## config.mk

```make
export PLATFORM = sky130hd
export DESIGN_NAME = bitmap_priority_task_scheduler_top
export DESIGN_NICKNAME = d
export VERILOG_FILES = /design/src/rtl/core/bps_pkg.sv /design/src/rtl/core/bps_ram.sv /design/src/rtl/core/bps_scan.sv /design/src/rtl/core/bitmap_priority_task_scheduler_top.sv
export SDC_FILE = /design/constraint.sdc
export NUM_CORES = 2
export LEC_CHECK = 0
export BUFFER_PORTS_ARGS = -buffer_cell sky130_fd_sc_hd__buf_2
export CAP_MARGIN = 40
export CORE_MARGIN = 5
export CORE_UTILIZATION = 40
export CTS_CLUSTER_DIAMETER = 100
export DETAILED_ROUTE_END_ITERATION = 8
export PLACE_DENSITY = 0.58
export SLEW_MARGIN = 15
export SYNTH_ARGS = -nofsm -noshare
export SYNTH_HDL_FRONTEND = slang
export SYNTH_HIERARCHICAL = 1
export SYNTH_SLANG_ARGS = --single-unit
```

## constraint.sdc

```tcl
create_clock -name clk -period 9 [get_ports clk]
set_input_delay 0.9 -clock clk [delete_from_list [all_inputs] [get_ports clk]]
set_output_delay 0.9 -clock clk [all_outputs]
set_load 0.005 [all_outputs]
```

## src/rtl/core/bps_pkg.sv

```systemverilog
// Package for the bitmap priority task scheduler.
// Holds sizes, opcode, status and state codes, and the channel and scan structs.
// No dependencies.
package bps_pkg;

  localparam int NUM_TASKS = 32;
  localparam int PID_W     = 5;
  localparam int IDX_W     = (NUM_TASKS > 1) ? $clog2(NUM_TASKS) : 1;
  localparam int TIME_W    = 32;
  localparam int DELAY_W   = 31;

  localparam logic [NUM_TASKS-1:0] TASK_BIT0 = NUM_TASKS'(1);

  typedef enum logic [2:0] {
    OP_CREATE  = 3'd0,
    OP_DELETE  = 3'd1,
    OP_SUSPEND = 3'd2,
    OP_RESUME  = 3'd3,
    OP_CHANGE  = 3'd4,
    OP_SLEEP   = 3'd5,
    OP_TICK    = 3'd6,
    OP_START   = 3'd7
  } op_t;

  typedef enum logic [1:0] {
    ST_OK      = 2'd0,
    ST_ILLEGAL = 2'd1,
    ST_USED    = 2'd2,
    ST_NOTASK  = 2'd3
  } status_t;

  typedef enum logic [1:0] {
    S_IDLE,
    S_CHG_WR,
    S_SCAN,
    S_RESP
  } state_t;

  typedef struct packed {
    op_t                opcode;
    logic [PID_W-1:0]   target_pid;
    logic [PID_W-1:0]   new_pid;
    logic [DELAY_W-1:0] delay_ticks;
  } req_t;

  typedef struct packed {
    status_t          status;
    logic             switched;
    logic [PID_W-1:0] current_pid;
    logic             none_ready;
  } rsp_t;

  // One sleeper found due during the scan.
  typedef struct packed {
    logic             hit;
    logic [IDX_W-1:0] idx;
  } scan_wake_t;

  // End of scan and the selected task.
  typedef struct packed {
    logic             done;
    logic             found;
    logic [IDX_W-1:0] pid;
  } scan_done_t;

endpackage

```

## src/rtl/core/bps_ram.sv

```systemverilog
// Generic single-write, single-read RAM with registered read data.
// No dependencies.
module bps_ram #(
  parameter int WIDTH = 32,
  parameter int DEPTH = 32
) (
  input  logic                                   clk,
  input  logic                                   we,
  input  logic [((DEPTH > 1) ? $clog2(DEPTH) : 1)-1:0] waddr,
  input  logic [WIDTH-1:0]                       wdata,
  input  logic [((DEPTH > 1) ? $clog2(DEPTH) : 1)-1:0] raddr,
  output logic [WIDTH-1:0]                       rdata
);

  logic [WIDTH-1:0] mem [DEPTH];

  // Write port and registered read port.
  always_ff @(posedge clk) begin
    if (we) begin
      mem[waddr] <= wdata;
    end
    rdata <= mem[raddr];
  end

endmodule

```

## src/rtl/core/bps_scan.sv

```systemverilog
// Wake-time scan engine: walks all task slots through one equality compare.
// Depends on bps_pkg; reads the wake-time RAM owned by the top level.
module bps_scan (
  input  logic                            clk,
  input  logic                            rst,
  input  logic                            start,
  input  logic [bps_pkg::NUM_TASKS-1:0]   ready_bits,
  input  logic [bps_pkg::NUM_TASKS-1:0]   sleep_bits,
  input  logic [bps_pkg::TIME_W-1:0]      tick_count,
  input  logic [bps_pkg::TIME_W-1:0]      ram_rdata,
  output logic [bps_pkg::IDX_W-1:0]       ram_raddr,
  output bps_pkg::scan_wake_t             wake,
  output bps_pkg::scan_done_t             done
);
  import bps_pkg::*;

  logic             busy;
  logic [IDX_W:0]   rd_idx;
  logic             cmp_valid;
  logic [IDX_W-1:0] cmp_idx;
  logic             best_found;
  logic [IDX_W-1:0] best_pid;

  logic issue;
  logic hit;
  logic rdy;
  logic last;

  // The compare sees each slot in the cycle after its read is issued.
  assign issue     = busy && (rd_idx < (IDX_W+1)'(NUM_TASKS));
  assign ram_raddr = rd_idx[IDX_W-1:0];

  // Shared compare: a sleeper whose wake time equals the tick count is due.
  assign hit  = cmp_valid && sleep_bits[cmp_idx] && (ram_rdata == tick_count);
  assign rdy  = cmp_valid && (ready_bits[cmp_idx] || hit);
  assign last = cmp_valid && (cmp_idx == IDX_W'(NUM_TASKS - 1));

  assign wake.hit   = hit;
  assign wake.idx   = cmp_idx;
  assign done.done  = last;
  assign done.found = best_found || rdy;
  assign done.pid   = rdy ? cmp_idx : best_pid;

  // Slots go in ascending order, so the last ready slot seen is the highest.
  always_ff @(posedge clk) begin
    if (rst) begin
      busy      <= 1'b0;
      cmp_valid <= 1'b0;
    end else if (start) begin
      busy       <= 1'b1;
      rd_idx     <= '0;
      cmp_valid  <= 1'b0;
      best_found <= 1'b0;
    end else begin
      cmp_valid <= issue;
      if (issue) begin
        cmp_idx <= rd_idx[IDX_W-1:0];
        rd_idx  <= rd_idx + (IDX_W+1)'(1);
      end
      if (rdy) begin
        best_found <= 1'b1;
        best_pid   <= cmp_idx;
      end
      if (last) begin
        busy <= 1'b0;
      end
    end
  end

endmodule

```

## src/rtl/core/bitmap_priority_task_scheduler_top.sv

```systemverilog
// Top level of the bitmap priority task scheduler: event decode, task bitmaps,
// tick counter, sequencer and result register. Depends on bps_pkg, bps_ram, bps_scan.
//
//   Channel | Signals                    | Payload
//   --------+----------------------------+-----------------------------------
//   request | req_valid, req_ready, req  | opcode, target_pid, new_pid, delay
//   result  | rsp_valid, rsp_ready, rsp  | status, switched, current_pid, none
//
// An event without reselection goes from transfer through the response state to
// the result register. A reselecting event runs the wake-time scan, after a copy
// state for a change of priority of a sleeping task; the scan reads one RAM slot
// per cycle through a single compare. Reset clears all bitmaps, the tick count and
// the running task at once. The block takes a new request once the previous result
// is in the output register; a stalled result holds the next one back.
module bitmap_priority_task_scheduler_top (
  input  logic            clk,
  input  logic            rst,
  input  logic            req_valid,
  output logic            req_ready,
  input  bps_pkg::req_t   req,
  output logic            rsp_valid,
  input  logic            rsp_ready,
  output bps_pkg::rsp_t   rsp
);
  import bps_pkg::*;

  state_t state, state_next;

  logic [NUM_TASKS-1:0] ready_bits, ready_next;
  logic [NUM_TASKS-1:0] present_bits, present_next;
  logic [NUM_TASKS-1:0] sleep_bits, sleep_next;
  logic [TIME_W-1:0]    tick_count, tick_next;
  logic                 started, started_next;
  logic [IDX_W-1:0]     running_pid;

  status_t              res_status;
  logic                 res_switched;
  logic                 res_none;
  logic [IDX_W-1:0]     np_reg;

  logic                 accept;
  logic                 tp_ok, np_ok;
  logic [IDX_W-1:0]     tp_idx, np_idx;
  logic [NUM_TASKS-1:0] tp_bit, np_bit, cur_bit;
  logic [TIME_W-1:0]    sum;
  status_t              status_d;
  logic                 sel_d;
  logic                 copy_d;
  logic                 sleep_wr_d;

  logic                 ram_we;
  logic [IDX_W-1:0]     ram_waddr;
  logic [TIME_W-1:0]    ram_wdata;
  logic [IDX_W-1:0]     ram_raddr;
  logic [TIME_W-1:0]    ram_rdata;
  logic [IDX_W-1:0]     scan_raddr;
  logic                 scan_start;
  scan_wake_t           wake;
  scan_done_t           done;

  assign accept  = req_valid && req_ready;
  assign tp_ok   = ({1'b0, req.target_pid} < (PID_W+1)'(NUM_TASKS));
  assign np_ok   = ({1'b0, req.new_pid} < (PID_W+1)'(NUM_TASKS));
  assign tp_idx  = req.target_pid[IDX_W-1:0];
  assign np_idx  = req.new_pid[IDX_W-1:0];
  assign tp_bit  = TASK_BIT0 << tp_idx;
  assign np_bit  = TASK_BIT0 << np_idx;
  assign cur_bit = TASK_BIT0 << running_pid;

  // One adder serves both the tick increment and the wake-time sum.
  assign sum = tick_count + ((req.opcode == OP_TICK) ? TIME_W'(1) : TIME_W'(req.delay_ticks));

  // Event decode and bitmap updates. A wake time counts only while its
  // sleep bit is set, so clearing a wake time only clears the bit.
  always_comb begin
    ready_next   = ready_bits;
    present_next = present_bits;
    sleep_next   = sleep_bits;
    tick_next    = tick_count;
    started_next = started;
    status_d     = ST_OK;
    sel_d        = 1'b0;
    copy_d       = 1'b0;
    sleep_wr_d   = 1'b0;
    if (accept) begin
      case (req.opcode)
        OP_CREATE: begin
          if (!tp_ok) begin
            status_d = ST_ILLEGAL;
          end else if ((present_bits & tp_bit) != '0) begin
            status_d = ST_USED;
          end else begin
            present_next = present_bits | tp_bit;
            ready_next   = ready_bits | tp_bit;
            sleep_next   = sleep_bits & ~tp_bit;
            started_next = 1'b1;
          end
        end
        OP_DELETE: begin
          if (!tp_ok) begin
            status_d = ST_ILLEGAL;
          end else if ((present_bits & tp_bit) == '0) begin
            status_d = ST_NOTASK;
          end else if (req.target_pid == '0) begin
            status_d = ST_ILLEGAL;
          end else begin
            present_next = present_bits & ~tp_bit;
            ready_next   = ready_bits & ~tp_bit;
            sleep_next   = sleep_bits & ~tp_bit;
            sel_d        = (tp_idx == running_pid);
          end
        end
        OP_SUSPEND: begin
          if ((ready_bits & cur_bit) != '0) begin
            ready_next = ready_bits & ~cur_bit;
            sleep_next = sleep_bits & ~cur_bit;
            sel_d      = 1'b1;
          end
        end
        OP_RESUME: begin
          if (!tp_ok) begin
            status_d = ST_ILLEGAL;
          end else if ((present_bits & tp_bit) == '0) begin
            status_d = ST_NOTASK;
          end else if ((ready_bits & tp_bit) == '0) begin
            ready_next = ready_bits | tp_bit;
            sleep_next = sleep_bits & ~tp_bit;
            sel_d      = 1'b1;
          end
        end
        OP_CHANGE: begin
          if (!tp_ok || req.target_pid == '0) begin
            status_d = ST_ILLEGAL;
          end else if ((present_bits & tp_bit) == '0) begin
            status_d = ST_NOTASK;
          end else if (!np_ok) begin
            status_d = ST_ILLEGAL;
          end else if (tp_idx != np_idx) begin
            present_next = (present_bits & ~tp_bit) | np_bit;
            ready_next   = (ready_bits & ~tp_bit) | np_bit;
            sleep_next   = sleep_bits & ~tp_bit & ~np_bit;
            if ((sleep_bits & tp_bit) != '0) begin
              sleep_next = sleep_next | np_bit;
              copy_d     = 1'b1;
            end
            sel_d = 1'b1;
          end
        end
        OP_SLEEP: begin
          if (((present_bits & cur_bit) != '0) && running_pid != '0 &&
              req.delay_ticks != '0) begin
            sleep_wr_d = 1'b1;
            ready_next = ready_bits & ~cur_bit;
            // A sum that wraps to zero never wakes.
            if (sum != '0) begin
              sleep_next = sleep_bits | cur_bit;
            end else begin
              sleep_next = sleep_bits & ~cur_bit;
            end
            sel_d = 1'b1;
          end
        end
        OP_TICK: begin
          if (started) begin
            tick_next = sum;
            sel_d     = 1'b1;
          end
        end
        OP_START: begin
          if ((present_bits & TASK_BIT0) == '0) begin
            present_next = present_bits | TASK_BIT0;
            ready_next   = ready_bits | TASK_BIT0;
            sleep_next   = sleep_bits & ~TASK_BIT0;
          end
          started_next = 1'b1;
          sel_d        = 1'b1;
        end
        default: begin
          status_d = ST_OK;
        end
      endcase
    end else if (wake.hit) begin
      ready_next = ready_bits | (TASK_BIT0 << wake.idx);
      sleep_next = sleep_bits & ~(TASK_BIT0 << wake.idx);
    end
  end

  // Sequencer next state.
  always_comb begin
    state_next = state;
    case (state)
      S_IDLE: begin
        if (accept) begin
          if (copy_d) begin
            state_next = S_CHG_WR;
          end else if (sel_d) begin
            state_next = S_SCAN;
          end else begin
            state_next = S_RESP;
          end
        end
      end
      S_CHG_WR: begin
        state_next = S_SCAN;
      end
      S_SCAN: begin
        if (done.done) begin
          state_next = S_RESP;
        end
      end
      S_RESP: begin
        if (!rsp_valid || rsp_ready) begin
          state_next = S_IDLE;
        end
      end
      default: begin
        state_next = S_IDLE;
      end
    endcase
  end

  // Sequencer outputs: handshake, RAM port selection and scan start.
  always_comb begin
    req_ready  = 1'b0;
    scan_start = 1'b0;
    ram_we     = 1'b0;
    ram_waddr  = running_pid;
    ram_wdata  = sum;
    ram_raddr  = tp_idx;
    case (state)
      S_IDLE: begin
        req_ready  = 1'b1;
        ram_we     = accept && sleep_wr_d;
        scan_start = accept && sel_d && !copy_d;
      end
      S_CHG_WR: begin
        ram_we     = 1'b1;
        ram_waddr  = np_reg;
        ram_wdata  = ram_rdata;
        scan_start = 1'b1;
      end
      S_SCAN: begin
        ram_raddr = scan_raddr;
      end
      default: begin
        req_ready = 1'b0;
      end
    endcase
  end

  // Control state and task bitmaps.
  always_ff @(posedge clk) begin
    if (rst) begin
      state        <= S_IDLE;
      ready_bits   <= '0;
      present_bits <= '0;
      sleep_bits   <= '0;
      tick_count   <= '0;
      started      <= 1'b0;
      running_pid  <= '0;
      rsp_valid    <= 1'b0;
    end else begin
      state        <= state_next;
      ready_bits   <= ready_next;
      present_bits <= present_next;
      sleep_bits   <= sleep_next;
      tick_count   <= tick_next;
      started      <= started_next;
      if (state == S_SCAN && done.done && done.found) begin
        running_pid <= done.pid;
      end
      if (state == S_RESP && (!rsp_valid || rsp_ready)) begin
        rsp_valid <= 1'b1;
      end else if (rsp_ready) begin
        rsp_valid <= 1'b0;
      end
    end
  end

  // Per-event result fields and the output register.
  always_ff @(posedge clk) begin
    if (accept) begin
      res_status   <= status_d;
      res_switched <= 1'b0;
      res_none     <= 1'b0;
      np_reg       <= np_idx;
    end
    if (state == S_SCAN && done.done) begin
      res_switched <= done.found;
      res_none     <= !done.found;
    end
    if (state == S_RESP && (!rsp_valid || rsp_ready)) begin
      rsp.status      <= res_status;
      rsp.switched    <= res_switched;
      rsp.current_pid <= PID_W'(running_pid);
      rsp.none_ready  <= res_none;
    end
  end

  bps_ram #(
    .WIDTH (TIME_W),
    .DEPTH (NUM_TASKS)
  ) u_wake_ram (
    .clk   (clk),
    .we    (ram_we),
    .waddr (ram_waddr),
    .wdata (ram_wdata),
    .raddr (ram_raddr),
    .rdata (ram_rdata)
  );

  bps_scan u_scan (
    .clk        (clk),
    .rst        (rst),
    .start      (scan_start),
    .ready_bits (ready_bits),
    .sleep_bits (sleep_bits & present_bits),
    .tick_count (tick_count),
    .ram_rdata  (ram_rdata),
    .ram_raddr  (scan_raddr),
    .wake       (wake),
    .done       (done)
  );

endmodule
```

=== Word-level counts from Yosys, hierarchy flattened ===
Memory sizes are Yosys's and may differ from the RTL's. A register that Yosys moved wholly into a read port is not among the register bits.
Index checks and enable logic that the tools add are counted.
W data, S select, Z words.

* Register bits after elaboration: 174
* Latch bits: 0
* Bits in writable memories: 1024
* Memory bits (read-only): 0
* Input port bits: 48
* Output and inout bits: 11
* Word-level logic and storage cells: 247
* Memories kept: 1

{| class="wikitable"
|+ Memory list
! name !! depth !! bits a word !! read ports !! clocked after memory_dff !! wr ports !! RTL line !! source
|-
| u_wake_ram.mem || 32 || 32 || 1 || 1 || 1 || bps_ram.sv:15 || <nowiki>logic [WIDTH-1:0] mem [DEPTH];</nowiki>
|}

* $add $sub $neg: 2
* $mul: 0
* Divide/modulo/power cells: 0
* Magnitude comparators: 2
* Eq/ne operators: 38
* Shift operators: 4
* Muxes and demuxes: 94
* Bitwise operators: 27
* Reductions and logical operators: 54

{| class="wikitable"
|+ Operators with widths
! operator !! number
|-
| $mux W32 || 33
|-
| $pmux W32 S7 || 2
|-
| $and A32 B32 Y32 || 13
|-
| $or A32 B32 Y32 || 7
|-
| $reduce_bool A32 Y1 || 5
|-
| $not A32 Y32 || 4
|-
| $pmux W32 S4 || 1
|-
| $shl A1 B5 Y32 const A || 4
|-
| $logic_not A32 Y1 || 3
|-
| $mux W1 || 37
|-
| $ne A3 B3 Y1 const B || 11
|-
| $add A32 B31 Y32 || 1
|-
| $eq A32 B32 Y1 || 1
|-
| $mux W31 || 1
|-
| $reduce_bool A31 Y1 || 1
|-
| $reduce_and A13 Y1 || 2
|-
| $ne A2 B2 Y1 const B || 10
|-
| $reduce_and A9 Y1 || 2
|-
| $mux W2 || 8
|-
| $pmux W2 S4 || 2
|-
| $mux W5 || 3
|-
| $logic_and A1 B1 Y1 || 14
|-
| $reduce_bool A2 Y1 || 7
|-
| $eq A3 B3 Y1 const B || 4
|-
| 29 further kinds || 45
|}

=== Logic depth before layout (Yosys ltp) ===
* Word-level depth: 14
* Depth in mapped cells: 19
* Gate-level depth less buffers: 15

=== By module ===
The synthesis kept the hierarchy.

{| class="wikitable"
|+ By module, submodules not included
! module !! instances !! cells each !! area each (um2) !! seq. area each (um2)
|-
| bps_ram || 1 || 2260 || 40491.3 || 31390.1
|-
| bitmap_priority_task_scheduler_top || 1 || 2187 || 14880.5 || 3283.1
|-
| bps_scan || 1 || 171 || 1895.6 || 550.5
|}

=== Worst setup path after synthesis ===
Ideal clock, no wire load.

* Path kind: input port to flip-flop
* Start: in req[41] (netlist bit)
* End: mem u_wake_ram.mem[0][24], data pin
* Library setup time: 0.454 ns
* Data arrival time: 5.134 ns
* Required time: 8.546 ns
* Slack: 3.412 ns
* Stages: 16
* Buffers on the path: 4
* Path through: clkbuf_1 -> inv_1 -> clkbuf_1 -> nand3_1 -> clkbuf_1 -> and2_1 -> ha_1 -> buf_2 -> a2111oi_0 -> o21ai_0 -> nand3_1 -> a21oi_1 -> o21a_1 -> o21a_1 -> or2_2 -> o21ai_0

* Longest elaborated chain between the ends: 4

{| class="wikitable"
|+ RTL lines
! item !! RTL line !! source
|-
| start: declaration || bitmap_priority_task_scheduler_top.sv:20 || <nowiki>input bps_pkg::req_t req,</nowiki>
|-
| $eq A3 B3 Y1 || bitmap_priority_task_scheduler_top.sv:71 || <nowiki>assign sum = tick_count + ((req.opcode == OP_TICK) ? TIME_W'(1) : TIME_W'(req.delay_ticks));</nowiki>
|-
| $mux W31 || bitmap_priority_task_scheduler_top.sv:71 ||
|-
| $add A32 B31 Y32 || bitmap_priority_task_scheduler_top.sv:71 ||
|-
| $mux W32 || bitmap_priority_task_scheduler_top.sv:230 || <nowiki>case (state)</nowiki>
|-
| via ram_wdata[24] || bitmap_priority_task_scheduler_top.sv:53 || <nowiki>logic [TIME_W-1:0] ram_wdata;</nowiki>
|-
| end: declaration || bps_ram.sv:15 ||
|}

The timed path passes the listed nets, and every way through them passes these cells.

=== Worst setup path in the final report ===
* Start: in req[41] (netlist bit)
* End: reg sleep_bits[16]

* Longest elaborated chain between the ends: 8
* Elaborated cells on any way between the ends: 28
* Classes of those cells: add/sub: 1; eq/ne: 19; mux: 5; reduce/logical: 3

{| class="wikitable"
|+ RTL lines
! item !! RTL line !! source
|-
| $eq A3 B3 Y1 || bitmap_priority_task_scheduler_top.sv:71 ||
|-
| $mux W31 || bitmap_priority_task_scheduler_top.sv:71 ||
|-
| $add A32 B31 Y32 || bitmap_priority_task_scheduler_top.sv:71 ||
|-
| $reduce_bool A32 Y1 || bitmap_priority_task_scheduler_top.sv:155 || <nowiki>if (sum != '0) begin</nowiki>
|-
| $mux W32 || bitmap_priority_task_scheduler_top.sv:155 ||
|-
| $mux W32 || bitmap_priority_task_scheduler_top.sv:150 || <nowiki>if (((present_bits & cur_bit) != '0) && running_pid != '0 &&</nowiki>
|-
| $pmux W32 S7 || bitmap_priority_task_scheduler_top.sv:86 || <nowiki>case (req.opcode)</nowiki>
|-
| $mux W32 || bitmap_priority_task_scheduler_top.sv:85 || <nowiki>if (accept) begin</nowiki>
|-
| end signal: assignment || bitmap_priority_task_scheduler_top.sv:266 || <nowiki>sleep_bits <= sleep_next;</nowiki>
|-
| end: declaration || bitmap_priority_task_scheduler_top.sv:31 || <nowiki>logic [NUM_TASKS-1:0] sleep_bits, sleep_next;</nowiki>
|}

Parallel ways exist; a longest one is shown, timed or not. The select of a mux whose other input is x is not followed.
A chain may end at the register's enable or synchronous reset.

==> run_results.csv <==
group,metric,value,unit
floorplan,rows,138,
clocking,cts_made_buffers,136,
finish,fin_util,45.80,%
route,wire_per_inst,32.29,µm
finish,fill_cells,12849,
floorplan,dieWidth,388.4,µm
finish,multi_input_area,0.02069,mm²
route,met1_length,86560,µm
placed_design,gp_congestion,1.039,
clocking,clk-insertion-delay-late,0.78,ns
pwr,powerDensity,267.5,mW/mm²
timing,hold_slack,0.4181,ns
route,via_count,41609,
yosys,synth_nets,4703,
clocking,cts_setup_buffers,0,
finish,instances_no_fill,6662,
clocking,clock_sinks,1230,
clocking,cts-root-buf,"clkbuf_16",
timing,period_needed,5.976,ns
finish,regArea,0.03522,mm²
timing,drv_slew,0,
pwr,p_leak,22.25,nW
finish,final_cell_mix,"edfxtp_1 (1059), mux2i_1 (534), nand2_1 (400)",
timing,slew_headroom,28.84,%
finish,drive_above_1_share,12.59,%
finish,regMostFlops,"u_wake_ram/mem",
yosys,async_flop_share,0,%
route,first_pass_iters,6,
global_routing,grt_max_degree,119,
timing,hold_violations,0,
yosys,synthesis.area,0.05727,mm²
critical_path,endpoint_kind,"flip-flop",
clocking,cts_buffer_depth,3,
placed_design,place_area,0.06042,mm²
finish,fin_nets,4741,
critical_path,crit_fanout,32,
yosys,synth_top_area_cell,"edfxtp_1",
finish,mostFrequentLayoutCell,"edfxtp_1",
yosys,synth_ff_type,"edfxtp_1",
critical_path,critical_path_class,"in -> reg",
route,drt_iter0_drc,4664,
finish,design_area,0.06500,mm²
yosys,synth_warnings,6,
route,dr_wl_met2,98080,µm
clocking,cts.clk_slew.worst_paths,0.06,ns
floorplan,die_h,388.4,µm
clocking,cts-hold-fix-buffers,0,
timing,skew,0.06063,ns
yosys,netlist.area_leader.share,55.53,%
route,wl_met3,16750,µm
timing,fin_tns_setup,0,ns
route,drtAntennaViolNets,0,
timing,setup_violations,0,
timing,worst_pin_slew,1.056,ns
pwr,peakVddDrop,0.1790,mV
yosys,syn_inst,4618,
critical_path,worstPathRequired,9.59,ns
yosys,synth_cell_types,102,
yosys,avgSynthCellArea,12.40,µm²
route,highest_layer,"met4",
floorplan,initial_core_util,40.35,%
critical_path,worstPathArrival,6.57,ns
timing,clock.fmax,167.3,MHz
critical_path,ff2ff_setup_slack,3.59,ns
floorplan,core_area,0.1419,mm²
clocking,cts_max_level,4,
timing,min_period_over_period,66.40,%
clocking,cts_tree,"done",
placed_design,place_inst,6397,
finish,largest_reg_flops,1024,
global_routing,antenna_found_initial,6,
placed_design,io_buffers,58,
global_routing,overflow,0,
critical_path,crit_path_start_kind,"input pin",
global_routing,grt_pass1_wl,301900,µm
yosys,yosys-top-cells-area,"edfxtp_1 (56%), mux2i_1 (9.3%), dfxtp_1 (6.0%), a21oi_1 (2.7%), nand2_1 (2.6%)",
clocking,ctsResizeCount,0,
timing,rsz0062_at_grt,"false",
floorplan,die-area,0.1508,mm²
placed_design,dp_hpwl,139000,µm
yosys,ys_ff_latch,1230,
global_routing,grt_use_total,27.63,%
route,finalWirelength,215100,µm
worst_hold_path,hold_path.class,"reg -> reg",
floorplan,ioPinCount,59,
yosys,seq_area_frac_synth,61.51,%
run_status,status,"finished clean",
global_routing,grt_pass1_vias,39198,
route,remaining_drc_errors,0,
route,drt-vias-per-instance,6.246,
finish,syn_to_final_growth,13.50,%
yosys,synth_edf_count,1059,
run,cap_violations,0,
## stage by stage
stage	power, W	setup WS, ns
detailed placement	0.01194	2.426
global route	0.01800	2.727
floorplan	0.01017	3.412
finish	0.01739	3.024
global placement	0.01181	2.394
CTS	0.01743	3.204
## logic make-up (layout without fill, tap and decap cells)
logic type	count (synthesis)	after routing	synth area share, %
other	0	6	0
AND/OR/NAND/NOR	1243	1243	10.42
multiplexers	576	576	10.41
XOR/XNOR	63	63	0.9635
flip-flops	1230	1230	61.51
adder cells (fa/ha/maj)	37	37	0.8215
AO/OA/AOI/OAI	1100	1100	12.61
buffers and inverters	369	517	3.273
## power breakdown
part	internal, W	total (W)	switching (W)
registers	0.00697	0.00714	0.000164
clock network	0.00315	0.00550	0.00235
logic	0.00149	0.00475	0.00325
## worst max-delay path, cell delays in order
cell,delay [ns]
buf_2,0.26
inv_1,0.39
nand3_1,0.71
and2_1,0.48
fa_1,0.43
a211oi_2,0.46
o21bai_1,0.16
a2111oi_0,0.51
o211ai_1,0.17
a2111oi_0,0.61
nand4_1,0.18
and4bb_2,0.37
nand4_2,0.11
buf_4,0.32
a211oi_1,0.37
a2111oi_2,0.08
## cell usage after synthesis (68+ instances only)
master       n
o21ai_0    216
a22oi_1    130
edfxtp_1  1059
dfxtp_1    171
and2_1      82
mux2i_1    534
clkbuf_1   178
nand3_1    189
buf_2       68
a22o_1      78
a21oi_1    304
nand2_1    402
nor2_1     271
## final cells by class
class | instances | share of cell area [%]
timing repair buffer | 236 | 3.317
inverter | 33 | 0.1906
clock buffer | 197 | 5.794
tap | 1890 | 3.638
clock inverter | 51 | 1.011
sequential | 1230 | 54.19
multi-input combinational | 3019 | 31.83
antenna | 6 | 0.02310
## final timing paths
kind,cells past startpoint,startpoint,to
max,16,req[41],sleep_bits[16]
min,0,res_switched,rsp[6]
max reg2reg,12,running_pid[0],u_scan/cmp_idx[4]
min reg2reg,0,res_switched,rsp[6]
## layer usage
layer	vias to the layer above	track usage, %
li1	17846	-
met1	21023	36.40
met2	2171	43.12
met3	569	5.677
met4	0	14.72
met5	-	0
Note: power is estimated with default switching activity, not from simulation.
